===== src/dfu_pkg.sv =====
package dfu_pkg;

    // header and tail bytes
    localparam logic [7:0] SHORT_HDR0    = 8'hAA;
    localparam logic [7:0] SHORT_HDR1    = 8'h55;
    localparam logic [7:0] RECOG_HDR0    = 8'hBB;
    localparam logic [7:0] RECOG_HDR1    = 8'h66;
    localparam logic [7:0] RESERVED_MASK = 8'hF8;

    // frame lengths in bytes
    localparam int unsigned STORE_DEPTH = 20;
    localparam int unsigned FILL_W      = $clog2(STORE_DEPTH + 1);
    localparam logic [FILL_W-1:0] SHORT_LEN = FILL_W'(8);
    localparam logic [FILL_W-1:0] RECOG_LEN = FILL_W'(STORE_DEPTH);

    // result status codes
    typedef enum logic [1:0] {
        STATUS_OK       = 2'd0,
        STATUS_BAD_TAIL = 2'd1,
        STATUS_REJECTED = 2'd2
    } status_t;

    // frame kind codes on the result
    localparam logic KIND_OUT_SHORT = 1'b0;
    localparam logic KIND_OUT_RECOG = 1'b1;

    // one result transaction
    typedef struct packed {
        logic        frame_kind;
        status_t     status;
        logic [7:0]  byte_two;
        logic [7:0]  byte_three;
        logic [7:0]  byte_four;
        logic [7:0]  byte_five;
        logic [31:0] pose_x_bits;
        logic [31:0] pose_y_bits;
        logic [31:0] pose_z_bits;
        logic [31:0] reject_total;
    } result_t;

endpackage


===== src/dual_frame_uart_deframer_unit.sv =====
// Dual-frame serial deframer.
// Input channel: in_valid / in_stall with rx_byte, one received byte per
// transaction. The block hunts for AA 55 (8-byte short frame) or BB 66
// (20-byte recognition frame), collects the frame and checks its tail and,
// for recognition frames, the reserved flags and pose float exponents.
// Output channel: out_valid / out_stall, one result transaction per
// completed frame carrying kind, status, bytes 2..5, pose words and the
// running reject count. Bytes that complete no frame give no result.
// Throughput: one byte per cycle unless out_stall holds a result. Each byte
// is caught in an input register and passes the frame logic, and the result
// of the frame's last byte is then captured in an output register.
// When out_stall holds a result, a byte already in the input register waits
// there with in_stall high; an empty input register takes at most one more
// byte first. in_stall drops in the cycle the held result is taken.
// Reset clears the frame state, the reject counter and both valid flags;
// the byte store needs no clearing since every byte is written before it
// is read within a frame.
module dual_frame_uart_deframer_unit (
    input  logic        clk,
    input  logic        rst_n,
    input  logic        in_valid,
    output logic        in_stall,
    input  logic [7:0]  rx_byte,
    output logic        out_valid,
    input  logic        out_stall,
    output logic        frame_kind,
    output logic [1:0]  status,
    output logic [7:0]  byte_two,
    output logic [7:0]  byte_three,
    output logic [7:0]  byte_four,
    output logic [7:0]  byte_five,
    output logic [31:0] pose_x_bits,
    output logic [31:0] pose_y_bits,
    output logic [31:0] pose_z_bits,
    output logic [31:0] reject_total
);

    logic             advance;
    logic             byte_valid;
    logic [7:0]       byte_data;
    logic             result_valid;
    dfu_pkg::result_t result;
    dfu_pkg::result_t out_result;

    dfu_in_stage u_in_stage (
        .clk        (clk),
        .rst_n      (rst_n),
        .in_valid   (in_valid),
        .in_stall   (in_stall),
        .rx_byte    (rx_byte),
        .advance    (advance),
        .byte_valid (byte_valid),
        .byte_data  (byte_data)
    );

    dfu_frame_core u_frame_core (
        .clk          (clk),
        .rst_n        (rst_n),
        .fire         (byte_valid && advance),
        .byte_data    (byte_data),
        .result_valid (result_valid),
        .result       (result)
    );

    dfu_out_stage u_out_stage (
        .clk          (clk),
        .rst_n        (rst_n),
        .result_valid (result_valid),
        .result       (result),
        .advance      (advance),
        .out_valid    (out_valid),
        .out_stall    (out_stall),
        .out_result   (out_result)
    );

    // result fields
    assign frame_kind   = out_result.frame_kind;
    assign status       = out_result.status;
    assign byte_two     = out_result.byte_two;
    assign byte_three   = out_result.byte_three;
    assign byte_four    = out_result.byte_four;
    assign byte_five    = out_result.byte_five;
    assign pose_x_bits  = out_result.pose_x_bits;
    assign pose_y_bits  = out_result.pose_y_bits;
    assign pose_z_bits  = out_result.pose_z_bits;
    assign reject_total = out_result.reject_total;

endmodule


===== src/dfu_in_stage.sv =====
module dfu_in_stage (
    input  logic       clk,
    input  logic       rst_n,
    input  logic       in_valid,
    output logic       in_stall,
    input  logic [7:0] rx_byte,
    input  logic       advance,
    output logic       byte_valid,
    output logic [7:0] byte_data
);

    logic       valid_reg;
    logic       valid_next;
    logic [7:0] byte_reg;

    // hold the byte while the result side is blocked
    assign in_stall   = valid_reg && !advance;
    assign valid_next = in_stall ? valid_reg : in_valid;

    always_ff @(posedge clk or negedge rst_n)
    begin
        if (!rst_n)
        begin
            valid_reg <= 1'b0;
        end
        else
        begin
            valid_reg <= valid_next;
        end
    end

    // payload register, loaded on each accepted transaction
    always_ff @(posedge clk)
    begin
        if (in_valid && !in_stall)
        begin
            byte_reg <= rx_byte;
        end
    end

    assign byte_valid = valid_reg;
    assign byte_data  = byte_reg;

endmodule


===== src/dfu_frame_core.sv =====
module dfu_frame_core (
    input  logic             clk,
    input  logic             rst_n,
    input  logic             fire,
    input  logic [7:0]       byte_data,
    output logic             result_valid,
    output dfu_pkg::result_t result
);

    typedef enum logic [1:0] {
        KIND_NONE  = 2'd0,
        KIND_SHORT = 2'd1,
        KIND_RECOG = 2'd2
    } kind_t;

    logic [dfu_pkg::FILL_W-1:0] fill_count_reg;
    logic [dfu_pkg::FILL_W-1:0] fill_count_next;
    kind_t                      frame_type_reg;
    kind_t                      frame_type_next;
    logic [31:0]                reject_counter_reg;
    logic [31:0]                reject_counter_next;
    logic [7:0]                 frame_store [dfu_pkg::STORE_DEPTH];

    logic                       store_we;
    logic                       recog;
    logic [dfu_pkg::FILL_W-1:0] frame_len;
    logic [dfu_pkg::FILL_W-1:0] fill_inc;
    logic [7:0]                 hdr1;
    logic                       start_short;
    logic                       start_recog;
    logic                       retry;
    logic                       complete;
    logic                       tail_ok;
    logic [31:0]                word_x;
    logic [31:0]                word_y;
    logic [31:0]                word_z;
    logic                       payload_bad;
    dfu_pkg::status_t           status;

    assign start_short = (byte_data == dfu_pkg::SHORT_HDR0);
    assign start_recog = (byte_data == dfu_pkg::RECOG_HDR0);
    assign recog       = (frame_type_reg == KIND_RECOG);
    assign frame_len   = recog ? dfu_pkg::RECOG_LEN : dfu_pkg::SHORT_LEN;
    assign hdr1        = recog ? dfu_pkg::RECOG_HDR1 : dfu_pkg::SHORT_HDR1;
    assign fill_inc    = fill_count_reg + dfu_pkg::FILL_W'(1);

    // frame tracking: hunt, collect, complete
    always_comb
    begin
        retry           = 1'b0;
        store_we        = 1'b0;
        complete        = 1'b0;
        fill_count_next = fill_count_reg;
        frame_type_next = frame_type_reg;
        if (fill_count_reg == '0)
        begin
            retry = 1'b1;
        end
        else
        begin
            case (frame_type_reg)
                KIND_SHORT, KIND_RECOG:
                begin
                    if (fill_count_reg == dfu_pkg::FILL_W'(1) && byte_data != hdr1)
                    begin
                        retry = 1'b1;
                    end
                    else if (fill_count_reg >= frame_len)
                    begin
                        retry = 1'b1;
                    end
                    else
                    begin
                        store_we = 1'b1;
                        if (fill_inc == frame_len)
                        begin
                            complete        = 1'b1;
                            fill_count_next = '0;
                            frame_type_next = KIND_NONE;
                        end
                        else
                        begin
                            fill_count_next = fill_inc;
                        end
                    end
                end
                default:
                begin
                    retry = 1'b1;
                end
            endcase
        end
        // drop any partial frame and try this byte as a start
        if (retry)
        begin
            if (start_short)
            begin
                fill_count_next = dfu_pkg::FILL_W'(1);
                frame_type_next = KIND_SHORT;
            end
            else if (start_recog)
            begin
                fill_count_next = dfu_pkg::FILL_W'(1);
                frame_type_next = KIND_RECOG;
            end
            else
            begin
                fill_count_next = '0;
                frame_type_next = KIND_NONE;
            end
        end
    end

    // tail check: second to last byte is stored, last byte is the incoming one
    always_comb
    begin
        if (recog)
        begin
            tail_ok = (frame_store[18] == dfu_pkg::RECOG_HDR1)
                   && (byte_data == dfu_pkg::RECOG_HDR0);
        end
        else
        begin
            tail_ok = (frame_store[6] == dfu_pkg::SHORT_HDR1)
                   && (byte_data == dfu_pkg::SHORT_HDR0);
        end
    end

    // little-endian pose words
    assign word_x = {frame_store[9],  frame_store[8],  frame_store[7],  frame_store[6]};
    assign word_y = {frame_store[13], frame_store[12], frame_store[11], frame_store[10]};
    assign word_z = {frame_store[17], frame_store[16], frame_store[15], frame_store[14]};

    // reserved flags or an all-ones float exponent reject the payload
    assign payload_bad = ((frame_store[5] & dfu_pkg::RESERVED_MASK) != 8'h00)
                      || (word_x[30:23] == 8'hFF)
                      || (word_y[30:23] == 8'hFF)
                      || (word_z[30:23] == 8'hFF);

    always_comb
    begin
        if (!tail_ok)
        begin
            status = dfu_pkg::STATUS_BAD_TAIL;
        end
        else if (recog && payload_bad)
        begin
            status = dfu_pkg::STATUS_REJECTED;
        end
        else
        begin
            status = dfu_pkg::STATUS_OK;
        end
    end

    assign reject_counter_next = (complete && status != dfu_pkg::STATUS_OK)
                               ? reject_counter_reg + 32'd1 : reject_counter_reg;

    // result of a completing byte
    assign result_valid        = fire && complete;
    assign result.frame_kind   = recog ? dfu_pkg::KIND_OUT_RECOG : dfu_pkg::KIND_OUT_SHORT;
    assign result.status       = status;
    assign result.byte_two     = frame_store[2];
    assign result.byte_three   = frame_store[3];
    assign result.byte_four    = frame_store[4];
    assign result.byte_five    = frame_store[5];
    assign result.pose_x_bits  = recog ? word_x : 32'd0;
    assign result.pose_y_bits  = recog ? word_y : 32'd0;
    assign result.pose_z_bits  = recog ? word_z : 32'd0;
    assign result.reject_total = reject_counter_next;

    // frame state
    always_ff @(posedge clk or negedge rst_n)
    begin
        if (!rst_n)
        begin
            fill_count_reg     <= '0;
            frame_type_reg     <= KIND_NONE;
            reject_counter_reg <= 32'd0;
        end
        else if (fire)
        begin
            fill_count_reg     <= fill_count_next;
            frame_type_reg     <= frame_type_next;
            reject_counter_reg <= reject_counter_next;
        end
    end

    // byte store, written at the fill position; header byte is never read
    always_ff @(posedge clk)
    begin
        if (fire && store_we)
        begin
            frame_store[fill_count_reg] <= byte_data;
        end
    end

endmodule


===== src/dfu_out_stage.sv =====
module dfu_out_stage (
    input  logic             clk,
    input  logic             rst_n,
    input  logic             result_valid,
    input  dfu_pkg::result_t result,
    output logic             advance,
    output logic             out_valid,
    input  logic             out_stall,
    output dfu_pkg::result_t out_result
);

    logic             valid_reg;
    dfu_pkg::result_t result_reg;

    // the register can take a new result unless a held one is blocked
    assign advance = !valid_reg || !out_stall;

    always_ff @(posedge clk or negedge rst_n)
    begin
        if (!rst_n)
        begin
            valid_reg <= 1'b0;
        end
        else if (advance)
        begin
            valid_reg <= result_valid;
        end
    end

    // result payload
    always_ff @(posedge clk)
    begin
        if (advance && result_valid)
        begin
            result_reg <= result;
        end
    end

    assign out_valid  = valid_reg;
    assign out_result = result_reg;

endmodule


===== config.mk =====
export PLATFORM = sky130hd
export DESIGN_NAME = dual_frame_uart_deframer_unit
export DESIGN_NICKNAME = d
export VERILOG_FILES = /design/src/dfu_pkg.sv /design/src/dual_frame_uart_deframer_unit.sv /design/src/dfu_in_stage.sv /design/src/dfu_frame_core.sv /design/src/dfu_out_stage.sv
export SDC_FILE = /design/constraint.sdc
export NUM_CORES = 1
export LEC_CHECK = 0
export BUFFER_PORTS_ARGS = -buffer_cell sky130_fd_sc_hd__buf_2
export CAP_MARGIN = 20
export CORE_AREA = 2 2 151 153
export DETAILED_ROUTE_END_ITERATION = 8
export DIE_AREA = 0 0 153 155
export PLACE_DENSITY_LB_ADDON = 0.08
export REMOVE_ABC_BUFFERS = 1
export SYNTH_ARGS = -nofsm -noshare
export SYNTH_HDL_FRONTEND = slang
export SYNTH_SLANG_ARGS = --single-unit

===== constraint.sdc =====
create_clock -name clk -period 9.36 [get_ports clk]
set_clock_uncertainty 0.1 [all_clocks]
set_input_delay 0.936 -clock clk [delete_from_list [all_inputs] [get_ports clk]]
set_output_delay 0.936 -clock clk [all_outputs]
set_load 0.005 [all_outputs]

==> impl_metrics.ini <==
[final_layout]
largest_register_ffs = 147
stdcell_count = 1274
drive_gt1_share_pct = 25.18
final_nets = 986
design_area_um2 = 15310
multi_input_area_um2 = 2572
antenna_cells = 0
seq_area_um2 = 10240
fill_cells = 1500
area_delta_synth_final_pct = 17.99

[setup_path]
required_ns = 9.38
critical_path_class = reg2reg
cp_max_fo = 84
worstPathArrival_ns = 4.62
critPathLaunchType = flop
slowest_stage = buf_4
cp-end-kind = flop
path_cells = or4bb_1, a211oi_2, o221ai_2, or3_1, inv_6, buf_4
cpPeakStageDelay_ns = 0.87

[global_route]
grt_pass1_vias = 6969
antenna_found_initial = 0
track_usage_pct = 20.76
grt_pass1_wl_um = 38520
overflow = 0
grt_max_degree = 85

[power_and_ir_drop]
p_leak_nw = 6.037
clock_power_share_pct = 44.3
p_seq_share_pct = 54.7
ir_worst_vdd_uv = 137.8
power_frac_comb_pct = 1.0
p_per_area_nw_per_um2 = 202.2
switchingPower_w = 0.0005717
p_int_w = 0.002524
p_sw_share_pct = 18.47

[placed_design]
place.port_buffers = 176
dp_cells = 1214
place.gp.congestion = 0.7965
hpwl_um = 15550
placed_area_um2 = 14170

[clock_network]
hold_buffers = 0
cts_tree = done
root_buffer = clkbuf_16
post-cts-setup-buffers = 0
cts_htree_levels = 2
cts_buffers = 35
clkLatencyLatePin_ns = 0.50
clkSlewWorstSetupHoldPaths_ns = 0.06
clock-sinks = 348
clock_path_buffers = 3
cts_resized = 0

[logic_synthesis]
synth-seq-cells = 348
syn_inst = 773
synth_area_leader_cell = edfxtp_1
avgSynthCellArea_um2 = 16.79
yosysWarnings = 0
ys.flop_type = edfxtp_1
async_flop_share_pct = 11.78
synth_area_leaders = edfxtp_1, dfrtp_1, and2_1, xnor2_1, nand4_1
syn-cell-area_um2 = 12970
ys_seq_area_share_pct = 78.96
synth_cell_types = 51
synth-edff-count = 307
synth_top_area_share_pct = 71.05

[timing]
worst_pin_slew_ns = 1.025
setup_viol = 0
fin_crit_sh_pct = 49.13
period_needed_ns = 4.598
max-slew-margin-rel_pct = 31.68
final.setup.tns_ns = 0
hold_violations = 0
fmax_ghz = 0.2175
rsz0062_at_grt = no
finalMaxSlewViolations = 0

[routing]
drc = 0
ant_nets = 0
vias_per_cell = 5.408
drt_iter0_markers = 405
drt_wl_total_um = 24070
drtPass1Iterations = 4
num_vias = 6890
wire_per_inst_um = 18.89

[status]
status = complete, no violations

[job]
cap_violations = 0

[floorplan]
core.rowCount = 55
die_h_um = 155
io_pins = 177
initial_core_util_pct = 58.37
coreArea_um2 = 22230
fp.dieW_um = 153
fp.dieArea_um2 = 23720

[hold_path]
hold_class = reg2reg
## layout by cell type (no fill, tap or decap), types with 7 or more instances in the layout
| cell type | count |
|---|---|
| clkbuf_16 | 37 |
| buf_4 | 8 |
| xor2_1 | 12 |
| xnor2_1 | 54 |
| nand3_1 | 28 |
| clkinv_1 | 7 |
| nand4_1 | 29 |
| dfrtp_1 | 41 |
| nand2_1 | 40 |
| and3_1 | 13 |
| nor2_1 | 33 |
| and2_1 | 102 |
| buf_2 | 176 |
| edfxtp_1 | 307 |
| ha_1 | 7 |
| inv_1 | 8 |
## metrics by stage
| stage | power [W] | util, % | worst slack, ns | hold slack, ns |
|---|---|---|---|---|
| finish | 0.003095 | 68.88 | 4.762 | 0.3160 |
| CTS | 0.003119 | 68.88 | 4.671 | 0.3168 |
| global placement | 0.001757 | 63.68 | 4.674 | 0.3018 |
| floorplan | 0.001735 | - | 2.850 | 0.3003 |
| global route | 0.003189 | 68.88 | 4.463 | 0.3230 |
| detailed placement | 0.001758 | 63.77 | 4.704 | 0.3045 |
## final timing paths
check                                                    startpoint                                               to  slack [ns]  cells past startpoint
setup / recovery                  u_in_stage.byte_data[6]$_DFFE_PP_         u_out_stage.out_result[49]$_SDFFCE_PP0P_        4.76                      6
hold / removal             u_frame_core.frame_store[5][0]$_DFFE_PP_            u_out_stage.out_result[128]$_DFFE_PP_        0.32                      0
setup reg to reg                  u_in_stage.byte_data[6]$_DFFE_PP_         u_out_stage.out_result[49]$_SDFFCE_PP0P_        4.76                      6
hold reg to reg            u_frame_core.frame_store[5][0]$_DFFE_PP_            u_out_stage.out_result[128]$_DFFE_PP_        0.32                      0
max in group asynchronous                                     rst_n  u_frame_core.reject_counter_reg[24]$_DFFE_PN0P_        8.07                      1
min in group asynchronous                                     rst_n   u_frame_core.reject_counter_reg[0]$_DFFE_PN0P_        0.48                      1
## power by group through the flow
stage | clock network [W] | registers (W) | logic (W)
3_5_place_dp | 0 | 0.00173 | 0.0000319
6_report | 0.00137 | 0.00169 | 0.0000315
4_1_cts | 0.00139 | 0.00169 | 0.0000320
5_1_grt | 0.00146 | 0.00169 | 0.0000350
2_1_floorplan | 0 | 0.00173 | 0.00000758
3_3_place_gp | 0 | 0.00173 | 0.0000311
## synthesized netlist by cell type (all sizes together) (4+ instances only)
cell type and n:
xnor2 54, a21oi 5, and3 13, dfrtp 41
edfxtp 307, or3 5, inv 9, nand2 40
nand3 28, buf 12, nand4 29, and4 4
xor2 12, nor4 7, nor3 6, ha 8
and2 103, nor2 33, nand2b 5, clkbuf 17
## per-layer routing
| metal | wire (um) | track usage [%] | up-vias |
|---|---|---|---|
| li1 | - | - | 3225 |
| met1 | 10170 | 27.81 | 3426 |
| met2 | 12210 | 35.47 | 204 |
| met3 | 1244 | 4.290 | 35 |
| met4 | 435 | 5.247 | 0 |
| met5 | 0 | 0 | - |
## logic make-up (layout without fill, tap and decap cells)
family,count (synthesis),after routing,share of synthesized area [%]
flops,348,348,78.96
fa+ha+maj,8,8,0.7715
xor+xnor,66,66,4.455
simple gates,289,289,12.82
compound gates,22,22,1.504
buf+inv,38,254,1.292
mux,2,2,0.2025
## critical path, delay by kind of cell, from the launching register on
kind | cells | cell delay (ns)
compound gates | 2 | 0.54
buf+inv | 2 | 1.44
flops | 1 | 0.85
simple gates | 2 | 1.17
## final cells by class
class,instances,share of cell area [%]
well taps,285,2.329
repair buffers,185,6.277
multi-input cells,387,16.80
flip-flops and latches,348,66.92
inverters,9,0.2534
clock inverters,17,1.226
clock buffers,43,6.195
Note: power is estimated with default switching activity, not from simulation.
